==> config.mk <==
export PLATFORM = sky130hd
export DESIGN_NAME = mov_instruction_byte_decoder_top
export DESIGN_NICKNAME = d
export VERILOG_FILES = /design/src/rtl/mibd_pkg.sv /design/src/rtl/mov_instruction_byte_decoder_top.sv /design/src/rtl/mibd_front.sv /design/src/rtl/mibd_queue.sv /design/src/rtl/mibd_back.sv
export SDC_FILE = /design/constraint.sdc
export NUM_CORES = 1
export LEC_CHECK = 0
export BUFFER_PORTS_ARGS = -buffer_cell sky130_fd_sc_hd__buf_2
export CORE_AREA = 2 2 130 132
export CTS_BUF_LIST = sky130_fd_sc_hd__clkbuf_8
export CTS_CLUSTER_DIAMETER = 40
export DETAILED_ROUTE_END_ITERATION = 16
export DIE_AREA = 0 0 132 134
export PLACE_DENSITY = 0.72
export SLEW_MARGIN = 20
export SYNTH_ARGS = -nofsm -noshare
export SYNTH_HDL_FRONTEND = slang
export SYNTH_HIERARCHICAL = 1
export SYNTH_SLANG_ARGS = --single-unit
==> constraint.sdc <==
create_clock -name clock -period 7.7 [get_ports clock]
set_clock_uncertainty 0.05 [all_clocks]
set_input_delay 0.77 -clock clock [delete_from_list [all_inputs] [get_ports clock]]
set_output_delay 0.77 -clock clock [all_outputs]
set_load 0.05 [all_outputs]
==> src/rtl/mibd_pkg.sv <==
// Shared types, codes and opcode helpers for the MOV byte decoder.
// Used by mibd_front, mibd_queue, mibd_back and the top level; no dependencies.
package mibd_pkg;

   // Instruction form codes; FORM_UNKNOWN never leaves the decoder as a form value
   localparam logic [2:0] FORM_RM_REG  = 3'd0;
   localparam logic [2:0] FORM_IMM_RM  = 3'd1;
   localparam logic [2:0] FORM_IMM_REG = 3'd2;
   localparam logic [2:0] FORM_ACC_MEM = 3'd3;
   localparam logic [2:0] FORM_UNKNOWN = 3'd4;

   // Result status codes
   localparam logic [1:0] STATUS_OK      = 2'd0;
   localparam logic [1:0] STATUS_UNKNOWN = 2'd1;
   localparam logic [1:0] STATUS_BAD_REG = 2'd2;

   // Opcode match patterns
   localparam logic [7:0] OP_RM_REG  = 8'h88;
   localparam logic [7:0] OP_IMM_RM  = 8'hC6;
   localparam logic [7:0] OP_IMM_REG = 8'hB0;
   localparam logic [7:0] OP_ACC_MEM = 8'hA0;

   localparam logic [1:0] MOD_MEM0   = 2'd0;
   localparam logic [1:0] MOD_MEM8   = 2'd1;
   localparam logic [1:0] MOD_MEM16  = 2'd2;
   localparam logic [1:0] MOD_REG    = 2'd3;
   localparam logic [2:0] RM_DIRECT  = 3'd6;
   localparam logic [7:0] MODRM_DIRECT = 8'h06;

   localparam int RSP_DATA_W = 48;

   // One finished instruction as handed from the front end to the back end
   typedef struct packed {
      logic [7:0]  opcode;
      logic [7:0]  modrm;
      logic [1:0]  status;
      logic [15:0] displacement;
      logic [15:0] immediate;
   } rec_type;

   // Result beat, last field in the lowest bits
   typedef struct packed {
      logic [15:0] immediate;
      logic [15:0] displacement;
      logic [2:0]  rm_field;
      logic [2:0]  reg_field;
      logic [1:0]  mode;
      logic        wide;
      logic        to_reg;
      logic [1:0]  status;
      logic [1:0]  form;
   } rsp_type;

   function automatic logic [2:0] form_of(input logic [7:0] op);
      logic [2:0] f;
      if ((op & 8'hFC) == OP_RM_REG) f = FORM_RM_REG;
      else if ((op & 8'hFE) == OP_IMM_RM) f = FORM_IMM_RM;
      else if ((op & 8'hF0) == OP_IMM_REG) f = FORM_IMM_REG;
      else if ((op & 8'hFC) == OP_ACC_MEM) f = FORM_ACC_MEM;
      else f = FORM_UNKNOWN;
      return f;
   endfunction

   function automatic logic wide_of(input logic [7:0] op);
      return (form_of(op) == FORM_IMM_REG) ? op[3] : op[0];
   endfunction

   // Displacement bytes that follow a mod/reg/rm byte
   function automatic logic [1:0] disp_len(input logic [7:0] modrm);
      logic [1:0] n;
      unique case (modrm[7:6])
         MOD_MEM0:  n = (modrm[2:0] == RM_DIRECT) ? 2'd2 : 2'd0;
         MOD_MEM8:  n = 2'd1;
         MOD_MEM16: n = 2'd2;
         default:   n = 2'd0;
      endcase
      return n;
   endfunction

   function automatic logic [15:0] sext8(input logic [7:0] b);
      return {{8{b[7]}}, b};
   endfunction

endpackage

==> src/rtl/mov_instruction_byte_decoder_top.sv <==
// Output: the record enters the queue at the accepting edge of the byte that ends an
//   instruction, and rsp_tvalid rises once the output register loads it from the queue;
//   bytes that complete nothing give no beat.
// Throughput: one byte per cycle while the queue has room, set by the byte-wide front end
//   state machine; the two-entry queue lets either side stall without losing records.
// Reset: synchronous, active high; clears phase, gathered bytes, queue and
//   output valid; the first byte after reset is taken as an opcode.
// Top level of the MOV byte decoder; uses mibd_pkg, mibd_front, mibd_queue, mibd_back.
module mov_instruction_byte_decoder_top (
   input  logic        clock,
   input  logic        reset,
   // instruction byte beats
   input  logic        req_tvalid,
   output logic        req_tready,
   input  logic [7:0]  req_tdata,   // [7:0] byte_value
   // decoded instruction beats
   output logic        rsp_tvalid,
   input  logic        rsp_tready,
   output logic [mibd_pkg::RSP_DATA_W-1:0] rsp_tdata
                                    // [1:0] form, [3:2] status, [4] to_reg, [5] wide,
                                    // [7:6] mode, [10:8] reg_field, [13:11] rm_field,
                                    // [29:14] displacement, [45:30] immediate, [47:46] 0
);

   logic              push;
   logic              push_ready;
   mibd_pkg::rec_type push_rec;
   logic              pop;
   logic              pop_valid;
   mibd_pkg::rec_type pop_rec;
   mibd_pkg::rsp_type rsp;

   // Byte collector: one beat per cycle while the queue has room, pushes a record when an instruction ends
   mibd_front u_front (
      .clock      (clock),
      .reset      (reset),
      .byte_valid (req_tvalid),
      .byte_value (req_tdata),
      .byte_ready (req_tready),
      .push       (push),
      .push_rec   (push_rec),
      .push_ready (push_ready)
   );

   // Decouples the collector from result back-pressure
   mibd_queue u_queue (
      .clock      (clock),
      .reset      (reset),
      .push       (push),
      .push_rec   (push_rec),
      .push_ready (push_ready),
      .pop        (pop),
      .pop_valid  (pop_valid),
      .pop_rec    (pop_rec)
   );

   // Field formatting and output register
   mibd_back u_back (
      .clock     (clock),
      .reset     (reset),
      .rec_valid (pop_valid),
      .rec       (pop_rec),
      .pop       (pop),
      .rsp_valid (rsp_tvalid),
      .rsp       (rsp),
      .rsp_ready (rsp_tready)
   );

   assign rsp_tdata = {(mibd_pkg::RSP_DATA_W - $bits(rsp))'(0), rsp};

endmodule

==> src/rtl/mibd_front.sv <==
// Front end: consumes instruction bytes and gathers opcode, mod/reg/rm,
// displacement and immediate into one record per instruction. Uses mibd_pkg.
module mibd_front (
   input  logic              clock,
   input  logic              reset,
   input  logic              byte_valid,
   input  logic [7:0]        byte_value,
   output logic              byte_ready,
   output logic              push,
   output mibd_pkg::rec_type push_rec,
   input  logic              push_ready
);

   localparam logic [1:0] PH_OPCODE = 2'd0;
   localparam logic [1:0] PH_MODRM  = 2'd1;
   localparam logic [1:0] PH_DISP   = 2'd2;
   localparam logic [1:0] PH_IMM    = 2'd3;

   logic [1:0]  phase_ff, phase_in;
   logic [7:0]  opcode_ff, opcode_in;
   logic [7:0]  modrm_ff, modrm_in;
   logic [15:0] disp_ff, disp_in;
   logic [7:0]  imm_low_ff, imm_low_in;
   logic [1:0]  left_ff, left_in;
   logic        accept;
   logic        done;
   logic [1:0]  status;
   logic [15:0] imm;

   assign byte_ready = push_ready;
   assign accept     = byte_valid && push_ready;

   always_comb begin
      logic [2:0] op_form;
      logic [2:0] b_form;
      logic       after_disp;
      op_form    = mibd_pkg::form_of(opcode_ff);
      b_form     = mibd_pkg::form_of(byte_value);
      after_disp = 1'b0;
      phase_in   = phase_ff;
      opcode_in  = opcode_ff;
      modrm_in   = modrm_ff;
      disp_in    = disp_ff;
      imm_low_in = imm_low_ff;
      left_in    = left_ff;
      done       = 1'b0;
      status     = mibd_pkg::STATUS_OK;
      imm        = '0;
      unique case (phase_ff)
         PH_OPCODE: begin
            opcode_in  = byte_value;
            modrm_in   = '0;
            disp_in    = '0;
            imm_low_in = '0;
            left_in    = '0;
            unique case (b_form)
               mibd_pkg::FORM_RM_REG, mibd_pkg::FORM_IMM_RM: begin
                  phase_in = PH_MODRM;
               end
               mibd_pkg::FORM_IMM_REG: begin
                  phase_in = PH_IMM;
                  left_in  = byte_value[3] ? 2'd2 : 2'd1;
               end
               mibd_pkg::FORM_ACC_MEM: begin
                  phase_in = PH_DISP;
                  modrm_in = mibd_pkg::MODRM_DIRECT;
                  left_in  = 2'd2;
               end
               default: begin
                  phase_in = PH_OPCODE;
                  done     = 1'b1;
                  status   = mibd_pkg::STATUS_UNKNOWN;
               end
            endcase
         end
         PH_MODRM: begin
            modrm_in = byte_value;
            if (op_form == mibd_pkg::FORM_IMM_RM && byte_value[5:3] != 3'd0) begin
               phase_in = PH_OPCODE;
               done     = 1'b1;
               status   = mibd_pkg::STATUS_BAD_REG;
            end else if (mibd_pkg::disp_len(byte_value) != 2'd0) begin
               phase_in = PH_DISP;
               left_in  = mibd_pkg::disp_len(byte_value);
            end else begin
               after_disp = 1'b1;
            end
         end
         PH_DISP: begin
            if (mibd_pkg::disp_len(modrm_ff) == 2'd1) begin
               disp_in    = mibd_pkg::sext8(byte_value);
               left_in    = '0;
               after_disp = 1'b1;
            end else if (left_ff == 2'd2) begin
               disp_in = {8'h00, byte_value};
               left_in = 2'd1;
            end else begin
               disp_in    = {byte_value, disp_ff[7:0]};
               left_in    = '0;
               after_disp = 1'b1;
            end
         end
         default: begin
            if (left_ff == 2'd2) begin
               imm_low_in = byte_value;
               left_in    = 2'd1;
            end else begin
               left_in  = '0;
               phase_in = PH_OPCODE;
               done     = 1'b1;
               imm      = mibd_pkg::wide_of(opcode_ff) ? {byte_value, imm_low_ff}
                                                       : mibd_pkg::sext8(byte_value);
            end
         end
      endcase
      // C6/C7 go on to the immediate; every other form is complete here
      if (after_disp) begin
         if (op_form == mibd_pkg::FORM_IMM_RM) begin
            phase_in = PH_IMM;
            left_in  = mibd_pkg::wide_of(opcode_ff) ? 2'd2 : 2'd1;
         end else begin
            phase_in = PH_OPCODE;
            done     = 1'b1;
         end
      end
   end

   assign push = accept && done;

   always_comb begin
      push_rec.opcode       = opcode_in;
      push_rec.modrm        = modrm_in;
      push_rec.status       = status;
      push_rec.displacement = disp_in;
      push_rec.immediate    = imm;
   end

   always_ff @(posedge clock) begin
      if (reset) begin
         phase_ff   <= PH_OPCODE;
         opcode_ff  <= '0;
         modrm_ff   <= '0;
         disp_ff    <= '0;
         imm_low_ff <= '0;
         left_ff    <= '0;
      end else if (accept) begin
         phase_ff   <= phase_in;
         opcode_ff  <= opcode_in;
         modrm_ff   <= modrm_in;
         disp_ff    <= disp_in;
         imm_low_ff <= imm_low_in;
         left_ff    <= left_in;
      end
   end

   a_push_resyncs: assert property (@(posedge clock) disable iff (reset)
      push |=> phase_ff == PH_OPCODE)
      else $error("front end did not return to opcode phase after a record");

endmodule

==> src/rtl/mibd_queue.sv <==
// Two-entry record queue between front and back end.
// Uses mibd_pkg::rec_type.
module mibd_queue (
   input  logic              clock,
   input  logic              reset,
   input  logic              push,
   input  mibd_pkg::rec_type push_rec,
   output logic              push_ready,
   input  logic              pop,
   output logic              pop_valid,
   output mibd_pkg::rec_type pop_rec
);

   mibd_pkg::rec_type mem [2];
   logic       wr_ptr_ff, wr_ptr_in;
   logic       rd_ptr_ff, rd_ptr_in;
   logic [1:0] count_ff, count_in;

   assign push_ready = count_ff != 2'd2;
   assign pop_valid  = count_ff != 2'd0;
   assign pop_rec    = mem[rd_ptr_ff];

   always_comb begin
      wr_ptr_in = push ? ~wr_ptr_ff : wr_ptr_ff;
      rd_ptr_in = pop ? ~rd_ptr_ff : rd_ptr_ff;
      count_in  = count_ff + {1'b0, push} - {1'b0, pop};
   end

   always_ff @(posedge clock) begin
      if (push) begin
         mem[wr_ptr_ff] <= push_rec;
      end
   end

   always_ff @(posedge clock) begin
      if (reset) begin
         wr_ptr_ff <= 1'b0;
         rd_ptr_ff <= 1'b0;
         count_ff  <= '0;
      end else begin
         wr_ptr_ff <= wr_ptr_in;
         rd_ptr_ff <= rd_ptr_in;
         count_ff  <= count_in;
      end
   end

   a_no_overflow: assert property (@(posedge clock) disable iff (reset)
      push |-> count_ff != 2'd2)
      else $error("push into full queue");

   a_no_underflow: assert property (@(posedge clock) disable iff (reset)
      pop |-> count_ff != 2'd0)
      else $error("pop from empty queue");

endmodule

==> src/rtl/mibd_back.sv <==
// Back end: turns a queued record into the result fields and holds them
// in the output register until taken. Uses mibd_pkg.
module mibd_back (
   input  logic              clock,
   input  logic              reset,
   input  logic              rec_valid,
   input  mibd_pkg::rec_type rec,
   output logic              pop,
   output logic              rsp_valid,
   output mibd_pkg::rsp_type rsp,
   input  logic              rsp_ready
);

   logic              valid_ff, valid_in;
   mibd_pkg::rsp_type rsp_ff, rsp_in;

   assign pop       = rec_valid && (!valid_ff || rsp_ready);
   assign rsp_valid = valid_ff;
   assign rsp       = rsp_ff;

   always_comb begin
      logic [2:0] f;
      f      = mibd_pkg::form_of(rec.opcode);
      rsp_in = '0;
      rsp_in.status = rec.status;
      if (rec.status != mibd_pkg::STATUS_UNKNOWN) begin
         rsp_in.form         = f[1:0];
         rsp_in.wide         = mibd_pkg::wide_of(rec.opcode);
         rsp_in.displacement = rec.displacement;
         rsp_in.immediate    = rec.immediate;
         unique case (f)
            mibd_pkg::FORM_RM_REG, mibd_pkg::FORM_IMM_RM: begin
               rsp_in.to_reg    = (f == mibd_pkg::FORM_RM_REG) ? rec.opcode[1] : 1'b0;
               rsp_in.mode      = rec.modrm[7:6];
               rsp_in.reg_field = rec.modrm[5:3];
               rsp_in.rm_field  = rec.modrm[2:0];
            end
            mibd_pkg::FORM_IMM_REG: begin
               rsp_in.to_reg    = 1'b1;
               rsp_in.mode      = mibd_pkg::MOD_REG;
               rsp_in.reg_field = rec.opcode[2:0];
            end
            mibd_pkg::FORM_ACC_MEM: begin
               rsp_in.to_reg   = ~rec.opcode[1];
               rsp_in.rm_field = mibd_pkg::RM_DIRECT;
            end
            default: begin
               rsp_in.form = '0;
            end
         endcase
      end
      valid_in = pop || (valid_ff && !rsp_ready);
   end

   always_ff @(posedge clock) begin
      if (pop) begin
         rsp_ff <= rsp_in;
      end
   end

   always_ff @(posedge clock) begin
      if (reset) begin
         valid_ff <= 1'b0;
      end else begin
         valid_ff <= valid_in;
      end
   end

   a_pop_loads: assert property (@(posedge clock) disable iff (reset)
      pop |=> valid_ff)
      else $error("popped record not presented");

   a_unknown_clear: assert property (@(posedge clock) disable iff (reset)
      (valid_ff && rsp_ff.status == mibd_pkg::STATUS_UNKNOWN) |->
         (rsp_ff.form == 2'd0 && rsp_ff.displacement == 16'd0 && rsp_ff.immediate == 16'd0))
      else $error("unknown-opcode beat carries field data");

endmodule
* Word level (Yosys, flattened, before mapping)
Memory sizes are Yosys's and may differ from the RTL's. A register that Yosys moved wholly into a read port is not among the register bits. Cells that the tools add are included.
Cells by class: $add $sub $neg 2, reductions and logical operators 27, bitwise gates (word level) 4, eq/ne operators 37, multiplexer cells 76
Operators with widths (number):
- $mux W16 | 4
- $mux W3 | 18
- $eq A6 B6 Y1 const B | 6
- $mux W2 | 18
- $pmux W16 S2 | 1
- $pmux W8 S2 | 2
- $pmux W2 S3 | 5
- $eq A3 B2 Y1 const B | 7
- $eq A7 B7 Y1 const B | 3
- $mux W1 | 18
- $mux W8 | 2
- $mux W15 | 1
- $eq A4 B4 Y1 const B | 3
- $pmux W5 S2 | 1
- $eq A3 B1 Y1 const B | 3
- $eq A2 B1 Y1 const B | 4
- $eq A2 B2 Y1 const B | 4
- $pmux W2 S2 | 2
- $reduce_or A4 Y1 | 2
- $eq A3 B3 Y1 const B | 2
- $logic_not A2 Y1 | 3
- $logic_not A3 Y1 | 2
- $pmux W1 S3 | 2
- $pmux W3 S2 | 1
- other kinds (18) | 32
Word-level totals: word-level logic and storage cells 166, register bits after elaboration 95, bits of input ports 12, memories 1, bits in writable memories 100
Memories:
- u_queue.mem | words 2, bits a word 50, read ports 1, clocked after Yosys merged registers in 1, write ports 1, line mibd_queue.sv:14 | mibd_pkg::rec_type mem [2];

* Longest topological paths before layout
Gate-level depths: netlist (run 1).
depth after elaboration 19, depth in mapped cells 10, depth with buffers taken out 9

* Cells and area by module
Netlist (run 1), hierarchy kept.
By module, submodules not included:
- mibd_queue | seq. area each 3103.0 um^2, area an instance 4081.4 um^2, cells each 177, instances 1
- mibd_front | seq. area each 880.8 um^2, area an instance 2800.2 um^2, cells each 361, instances 1
- mibd_back | seq. area each 1401.3 um^2, area an instance 1856.8 um^2, cells each 114, instances 1
- mov_instruction_byte_decoder_top | seq. area each 0.0 um^2, area an instance 18.8 um^2, cells each 3, instances 1

* Worst setup path after synthesis (run 1)
Ideal clock, no wire load.
path type input-to-reg, start point input port rsp_tready, end point register u_queue.count_ff[1], path slack 2.111 ns, setup time 0.064 ns, path buffers 0, stages 7, arrival 5.475 ns, required time 7.586 ns, cell sequence inv_1 -> a21boi_0 -> ha_1 -> inv_1 -> ha_1 -> xnor3_1 -> nor2_1
On the way: word-level cells in the longest chain between the ends 3
Ends and longest elaborated chain:
- start: declaration | line mov_instruction_byte_decoder_top.sv:18 | input logic rsp_tready,
- $logic_or A1 B1 Y1 | line mibd_back.sv:17 | assign pop = rec_valid && (!valid_ff || rsp_ready);
- $logic_and A1 B1 Y1 | line mibd_back.sv:17
- named net pop | line mov_instruction_byte_decoder_top.sv:28 | logic pop;
- $sub A2 B1 Y2 | line mibd_queue.sv:26 | count_in = count_ff + {1'b0, push} - {1'b0, pop};
- end signal: assignment | line mibd_queue.sv:43 | count_ff <= count_in;
- end: declaration | line mibd_queue.sv:17 | logic [1:0] count_ff, count_in;
The timed path passes the listed nets, and every way through them passes these cells. A chain may end at the register's enable or synchronous reset.

* Worst setup path after layout (run 1)
start point register u_front.phase_ff[1], end point memory u_queue/mem[0][38] (netlist bit) (enable)
On the way: word-level cells in the longest chain between the ends 7, elaborated cells between the ends (all ways) 10, classes of those cells 2 x eq/ne; 6 x mux; 2 x reduce/logical
Ends and longest elaborated chain:
- start: declaration | line mibd_front.sv:19 | logic [1:0] phase_ff, phase_in;
- start signal: assignment | line mibd_front.sv:147 | phase_ff <= phase_in;
- $eq A2 B2 Y1 (tied with other cells) | line mibd_front.sv:49 | unique case (phase_ff)
- $pmux W1 S3 | line mibd_front.sv:49
- $mux W1 | line mibd_front.sv:118 | if (op_form == mibd_pkg::FORM_IMM_RM) begin
- $mux W1 * | line mibd_front.sv:117 | if (after_disp) begin
- $logic_and A1 B1 Y1 * | line mibd_front.sv:128 | assign push = accept && done;
- named net push | line mov_instruction_byte_decoder_top.sv:25 | logic push;
- $mux W1 * | line mibd_queue.sv:30 | if (push) begin
- $mux W1 (implied by the code) * | line mibd_queue.sv:31 | mem[wr_ptr_ff] <= push_rec;
- end: declaration | line mibd_queue.sv:14
The timed path passes the listed nets; every way through them passes the cells marked *.

==> results of run 1 <==
Yosys cell counts (5+ instances only):
| cell | count | share of area |
|---|---|---|
| nor2b_1 | 5 | 0.0036 |
| nor2_1 | 58 | 0.025 |
| nand2b_1 | 11 | 0.0079 |
| and2_1 | 37 | 0.026 |
| nand3b_1 | 10 | 0.0086 |
| buf_2 | 6 | 0.0034 |
| nand2_1 | 61 | 0.026 |
| or3_1 | 5 | 0.0036 |
| edfxtp_1 | 146 | 0.50 |
| mux2i_1 | 10 | 0.011 |
| mux2_4 | 50 | 0.086 |
| mux2_2 | 7 | 0.0090 |
| o21ai_0 | 10 | 0.0057 |
| a22oi_2 | 8 | 0.011 |
| buf_12 | 5 | 0.011 |
| buf_6 | 5 | 0.0064 |
| clkbuf_1 | 22 | 0.0094 |
| ha_1 | 6 | 0.0086 |
| a21oi_1 | 31 | 0.018 |
| a22o_1 | 11 | 0.011 |
| nor3_1 | 10 | 0.0057 |
| a221o_1 | 8 | 0.0091 |
| dfxtp_1 | 50 | 0.11 |
| inv_1 | 13 | 0.0056 |
cell type report:
cell class / count / area, µm² / share of cell area
Multi-Input combinational cell: 405 / 3050 / 0.323
Inverter: 13 / 48.8 / 0.00516
Clock buffer: 17 / 234 / 0.0247
Timing Repair Buffer: 65 / 340 / 0.0360
Tap cell: 220 / 275 / 0.0291
Clock inverter: 15 / 116 / 0.0123
Sequential cell: 196 / 5390 / 0.570
per-stage QoR:
stage,setup WS [ns],power (µW)
3_5_place_dp,4.33,2600
2_1_floorplan,2.11,2430
4_1_cts,4.46,3190
3_3_place_gp,4.15,2570
5_1_grt,4.24,3300
6_report,4.42,3160
flip-flops by register name, indices dropped and copies added, names as in the netlist, named ones only:
name / flops
u_queue/mem: 100
u_front/opcode_ff: 8
u_back/rsp_valid: 1
u_front/modrm_ff: 8
u_front/disp_ff: 16
u_front/phase_ff: 2
u_front/imm_low_ff: 8
u_front/left_ff: 2
u_queue/rd_ptr_ff: 1
u_queue/count_ff: 2
u_back/rsp: 46
u_queue/wr_ptr_ff: 1
logic make-up after synthesis:
group	after synthesis	synth area share
muxes	68	0.109
xor gates and xnor gates	4	0.00557
other	1	0.000428
AOI/OAI and AO/OA	103	0.0913
buffers and inverters	55	0.0393
DFF	196	0.615
adders and majority gates	6	0.00857
and+or+nand+nor	222	0.131
layout by cell type, fill, tap and decap left out, types with 8 or more instances in the layout:
| master | n |
|---|---|
| a21oi_1 | 31 |
| buf_2 | 59 |
| a22o_1 | 11 |
| nor2_1 | 58 |
| a22oi_2 | 8 |
| and2_1 | 36 |
| a221o_1 | 8 |
| inv_1 | 16 |
| mux2i_1 | 10 |
| dfxtp_1 | 49 |
| nand3b_1 | 10 |
| nand2_1 | 61 |
| mux2_4 | 50 |
| o21ai_0 | 10 |
| edfxtp_1 | 146 |
| clkbuf_8 | 17 |
| nor3_1 | 10 |
| nand2b_1 | 11 |
worst max-delay path: stages, from the launching register on:
cell and delay (ns):
dfxtp_1 0.35, inv_1 0.09, ha_1 0.67, and4_4 0.41
o21bai_1 0.09, a31oi_1 0.41, nor2b_4 0.22, buf_4 0.55
power by group through the flow:
stage | Sequential [µW] | Combinational [µW] | Clock, µW
floorplan | 1840 | 590 | 0
global placement | 1450 | 1120 | 0
detailed placement | 1460 | 1140 | 0
CTS | 1440 | 1140 | 610
global route | 1450 | 1200 | 646
finish | 1430 | 1130 | 592
how the worst min path moves through the flow:
| stage | depth (start not counted) | endpoint | slack [ns] | from |
|---|---|---|---|---|
| final | 2 | u_front/imm_low_ff[4]$_SDFFE_PP0P_ | 0.41 | u_front/imm_low_ff[4]$_SDFFE_PP0P_ |
| after floorplan | 2 | u_front/imm_low_ff[0]$_SDFFE_PP0P_ | 0.38 | u_front/imm_low_ff[0]$_SDFFE_PP0P_ |
| after detailed placement | 2 | u_front/imm_low_ff[4]$_SDFFE_PP0P_ | 0.40 | u_front/imm_low_ff[4]$_SDFFE_PP0P_ |
| after CTS | 2 | u_front/imm_low_ff[4]$_SDFFE_PP0P_ | 0.41 | u_front/imm_low_ff[4]$_SDFFE_PP0P_ |
| after global placement | 2 | u_front/imm_low_ff[2]$_SDFFE_PP0P_ | 0.39 | u_front/imm_low_ff[2]$_SDFFE_PP0P_ |
| after global routing | 2 | u_front/modrm_ff[4]$_SDFFE_PP0P_ | 0.44 | u_front/modrm_ff[4]$_SDFFE_PP0P_ |
metal layers:
layer,share of wire,wire (µm),global-route usage
met5,0,0,0
met4,0.013,214,0.0755
met3,0.045,773,0.0363
met2,0.51,8730,0.344
met1,0.43,7400,0.255
==> flow_summary.json, run 1 <==
{
  "num_rows": 47,
  "ff2ff_path_depth": 7,
  "drv_cap": 0,
  "drc": 0,
  "criticalPathCategory": "flop to flop",
  "grt_pass1_vias": 5160,
  "drt_iter0_markers": 330,
  "syn_avg_cell_area_um2": 13.4,
  "path_clk_slew_ns": 0.09,
  "internal_power_uw": 1990,
  "portBuffers": 59,
  "hold_class": "flop to flop",
  "synth-seq-cells": 196,
  "worstMarginPinSlew_ns": 0.967,
  "ys_async_sr_fraction": 0,
  "grt_pass1_wl_mm": 27.2,
  "cts_tree": "done",
  "cts_sinks": 196,
  "final_area_um2": 9450,
  "ctsRootBufferMaster": "clkbuf_8",
  "grt_usage": 0.201,
  "max_freq_mhz": 305,
  "place_congestion": 0.874,
  "drive_gt1_frac": 0.255,
  "die_w_um": 132,
  "final_nets": 716,
  "worstSetupStartpoint": "u_front/phase_ff[1]$_SDFFE_PP0P_",
  "fin_tns_setup_ns": 0,
  "outcome": "finished clean",
  "leakagePower_uw": 0.00355,
  "dp_cells": 899,
  "hold_violations": 0,
  "report.final.slew_viol_count": 0,
  "seq_power_share": 0.454,
  "rsz0062_at_grt": "false",
  "ys_types": 70,
  "n_fill_cell": 1300,
  "fin_crit_sh": 0.426,
  "r2r_end": "u_queue/mem[0][38]$_DFFE_PP_",
  "synth_edf_count": 146,
  "cts_setup_buffers": 0,
  "numCtsBuffers": 17,
  "cp.arrival_ns": 3.32,
  "ir_worst_vdd_uv": 345,
  "crit_required_ns": 7.74,
  "utilization": 0.580,
  "grt_max_degree": 51,
  "cts_hold_buf": 0,
  "pwr-share-comb": 0.358,
  "cp_max_fo": 50,
  "wirelength_mm": 17.1,
  "synth_warnings": 6,
  "netSwitchingPower_uw": 1170,
  "ios": 62,
  "slew_headroom": 0.355,
  "dr.pass1.iters": 5,
  "core_area_um2": 16300,
  "rrSetupSlack_ns": 4.42,
  "end_kind": "flop",
  "syn_to_final_growth_pct": 7.96,
  "timing.hold.ws_ns": 0.411,
  "wire_per_inst_um": 18.4,
  "swShare": 0.369,
  "gr-total-overflow": 0,
  "cts_htree_levels": 4,
  "post_cts_resized": 0,
  "antenna_cells": 0,
  "clk-insertion-delay-late_ns": 0.46,
  "start_kind": "flop",
  "setup_viol": 0,
  "antenna_found_initial": 0,
  "dp_hpwl_mm": 11.3,
  "start_util": 0.538,
  "endpoint": "u_queue/mem[0][38]$_DFFE_PP_",
  "r2r-start": "u_front/phase_ff[1]$_SDFFE_PP0P_",
  "die_h_um": 134,
  "powerDensity_nw_per_um2": 334,
  "p_clk_frac": 0.188,
  "min_period_ns": 3.28,
  "drt.antenna.violating_nets": 0,
  "die-area_um2": 17700,
  "ys_seq_area_frac": 0.615,
  "syn-cell-area_um2": 8760,
  "cts.path.max_buffers": 2,
  "dr_total_vias": 5225,
  "final_cells": 931,
  "detail_route.vias_per_cell": 5.61,
  "placed_area_um2": 9100,
  "synth_ff_type": "edfxtp_1",
  "synth_cells": 655
}
Note: power is estimated with default switching activity, not from simulation.
==> inputs of run 2 (changes only) <==
--- a/config.mk
+++ b/config.mk
@@ -11,7 +11,7 @@
 export CTS_CLUSTER_DIAMETER = 40
 export DETAILED_ROUTE_END_ITERATION = 16
 export DIE_AREA = 0 0 132 134
-export PLACE_DENSITY = 0.72
+export PLACE_DENSITY = 0.75
 export SLEW_MARGIN = 20
 export SYNTH_ARGS = -nofsm -noshare
 export SYNTH_HDL_FRONTEND = slang
==> constraint.sdc (replaced) <==
create_clock -name clock -period 2.9 [get_ports clock]
set_clock_uncertainty 0.05 [all_clocks]
set_input_delay 0.29 -clock clock [delete_from_list [all_inputs] [get_ports clock]]
set_output_delay 0.29 -clock clock [all_outputs]
set_load 0.05 [all_outputs]
==> flow_summary.json, run 2 (synthesis results as in run 1) <==
{
  "cts_sinks": 196,
  "rsz0062_at_grt": "false",
  "syn_to_final_growth_pct": 9.62,
  "pre_cts_ws_ns": 0.425,
  "cts_hold_buf": 0,
  "worstHoldPathCells": 4,
  "fin_crit_sh": 0.869,
  "antenna_found_initial": 0,
  "crit_path_top_delay_cell": "a31oi_1",
  "final_nets": 726,
  "n_fill_cell": 1289,
  "path_clk_slew_ns": 0.09,
  "whs_endpoint": "u_back/rsp_valid$_SDFF_PP0_",
  "min_period_ns": 2.52,
  "ctsRootBufferMaster": "clkbuf_8",
  "core_area_um2": 16300,
  "finalWorstSetupSlack_ns": 0.379,
  "multi_input_comb_area_um2": 3050,
  "end_kind": "flop",
  "top_register": "u_queue/mem",
  "fin_tns_setup_ns": 0,
  "portBuffers": 59,
  "cts_htree_levels": 4,
  "ir_worst_vdd_uv": 452,
  "powerDensity_nw_per_um2": 893,
  "worst_path_largest_cell_delay_ns": 0.39,
  "grt_usage": 0.207,
  "gr-total-overflow": 0,
  "place_congestion": 0.906,
  "worstMarginPinSlew_ns": 0.829,
  "post_cts_resized": 0,
  "clk-insertion-delay-late_ns": 0.47,
  "criticalPathCategory": "flop to flop",
  "drt_iter0_markers": 572,
  "start_kind": "flop",
  "drive_gt1_frac": 0.266,
  "numCtsBuffers": 17,
  "outcome": "finished clean",
  "grt_max_degree": 48,
  "dp_hpwl_mm": 12.2,
  "r2r-start": "u_front/phase_ff[0]$_SDFFE_PP0P_",
  "dr.pass1.iters": 7,
  "report.final.slew_viol_count": 0,
  "cts_setup_buffers": 0,
  "die-area_um2": 17700,
  "max_freq_mhz": 397,
  "cp.arrival_ns": 2.63,
  "wirelength_mm": 17.6,
  "wire_per_inst_um": 18.7,
  "grt_pass1_vias": 5271,
  "critPathBufInv": 2,
  "grt_pass1_wl_mm": 28.1,
  "slew_headroom": 0.447,
  "largest_reg_flops": 100,
  "cp_max_fo": 14,
  "hold_class": "input pin to flop",
  "die_h_um": 134,
  "die_w_um": 132,
  "rrSetupSlack_ns": 0.38,
  "setup_viol": 0,
  "crit_required_ns": 3.01,
  "drt.antenna.violating_nets": 0,
  "r2r_end": "u_queue/mem[0][22]$_DFFE_PP_",
  "mostFrequentLayoutCell": "edfxtp_1",
  "path_delay_family": "compound AO/OA/AOI/OAI gates",
  "ios": 62,
  "num_rows": 47,
  "detail_route.vias_per_cell": 5.67,
  "cts.path.max_buffers": 2,
  "leakagePower_uw": 0.00363,
  "start_util": 0.538,
  "layout_common_cells": "edfxtp_1 (146), nand2_1 (61), buf_2 (59)",
  "regArea_um2": 5390,
  "dr_total_vias": 5337,
  "path_cells": "inv_1, ha_1, a21boi_0, o211ai_1, a31oi_1, nor2b_4, buf_4",
  "drc": 0,
  "drv_cap": 0,
  "min_from": "rsp_tready",
  "ff2ff_path_depth": 7,
  "cts_tree": "done",
  "hold_violations": 0,
  "antenna_cells": 0
}
-- run 2: worst register-to-register path, delay by kind of cell, from the launching register on --
kind	cells	cell delay [ns]
AO/OA/AOI/OAI	3	0.94
adder cells (fa/ha/maj)	1	0.27
buffers and inverters	2	0.33
flip-flops	1	0.35
AND/OR/NAND/NOR	1	0.27
-- run 2: layer usage --
metal	part of all wire	global-route usage	vias to the layer above
met4	0.023	0.0894	0
met2	0.50	0.346	213
met1	0.42	0.264	2607
met5	0	0	-
li1	-	-	2482
met3	0.059	0.0404	35
-- run 2: report_power, final --
group          internal [µW]  leakage, µW  switching [µW]
clock                    812     0.000208             921
combinational            985      0.00155            2010
sequential              3660      0.00187             183
-- run 2: area by class of cell --
type                       count  share of cell area
sequential                   196               0.561
multi-input combinational    405               0.318
timing repair buffer          75              0.0459
tap                          220              0.0287
clock buffer                  19              0.0272
clock inverter                13              0.0141
inverter                      13             0.00508
-- run 2: per-stage QoR --
stage | util | cells | power, µW | cell area [µm²] | hold slack [ns]
global route | 0.589 | 941 | 8960 | 9600 | 0.136
detailed placement | 0.565 | 909 | 6930 | 9200 | 0.399
CTS | 0.589 | 941 | 8640 | 9600 | 0.109
finish | 0.589 | 941 | 8580 | 9600 | 0.137
floorplan | - | 656 | 6420 | 8780 | 0.312
global placement | 0.565 | 909 | 6840 | 9200 | 0.388
-- run 2: worst max-delay path by stage --
stage,endpoint,cells past startpoint,from
after floorplan,u_queue/mem[0][0]$_DFFE_PP_,8,u_front/phase_ff[0]$_SDFFE_PP0P_
after global placement,u_queue/mem[0][19]$_DFFE_PP_,7,u_front/phase_ff[0]$_SDFFE_PP0P_
after detailed placement,u_queue/mem[0][22]$_DFFE_PP_,8,req_tdata[4]
after CTS,u_queue/mem[0][29]$_DFFE_PP_,7,u_front/phase_ff[0]$_SDFFE_PP0P_
after global routing,u_queue/mem[0][26]$_DFFE_PP_,7,u_front/phase_ff[0]$_SDFFE_PP0P_
final,u_queue/mem[0][22]$_DFFE_PP_,7,u_front/phase_ff[0]$_SDFFE_PP0P_
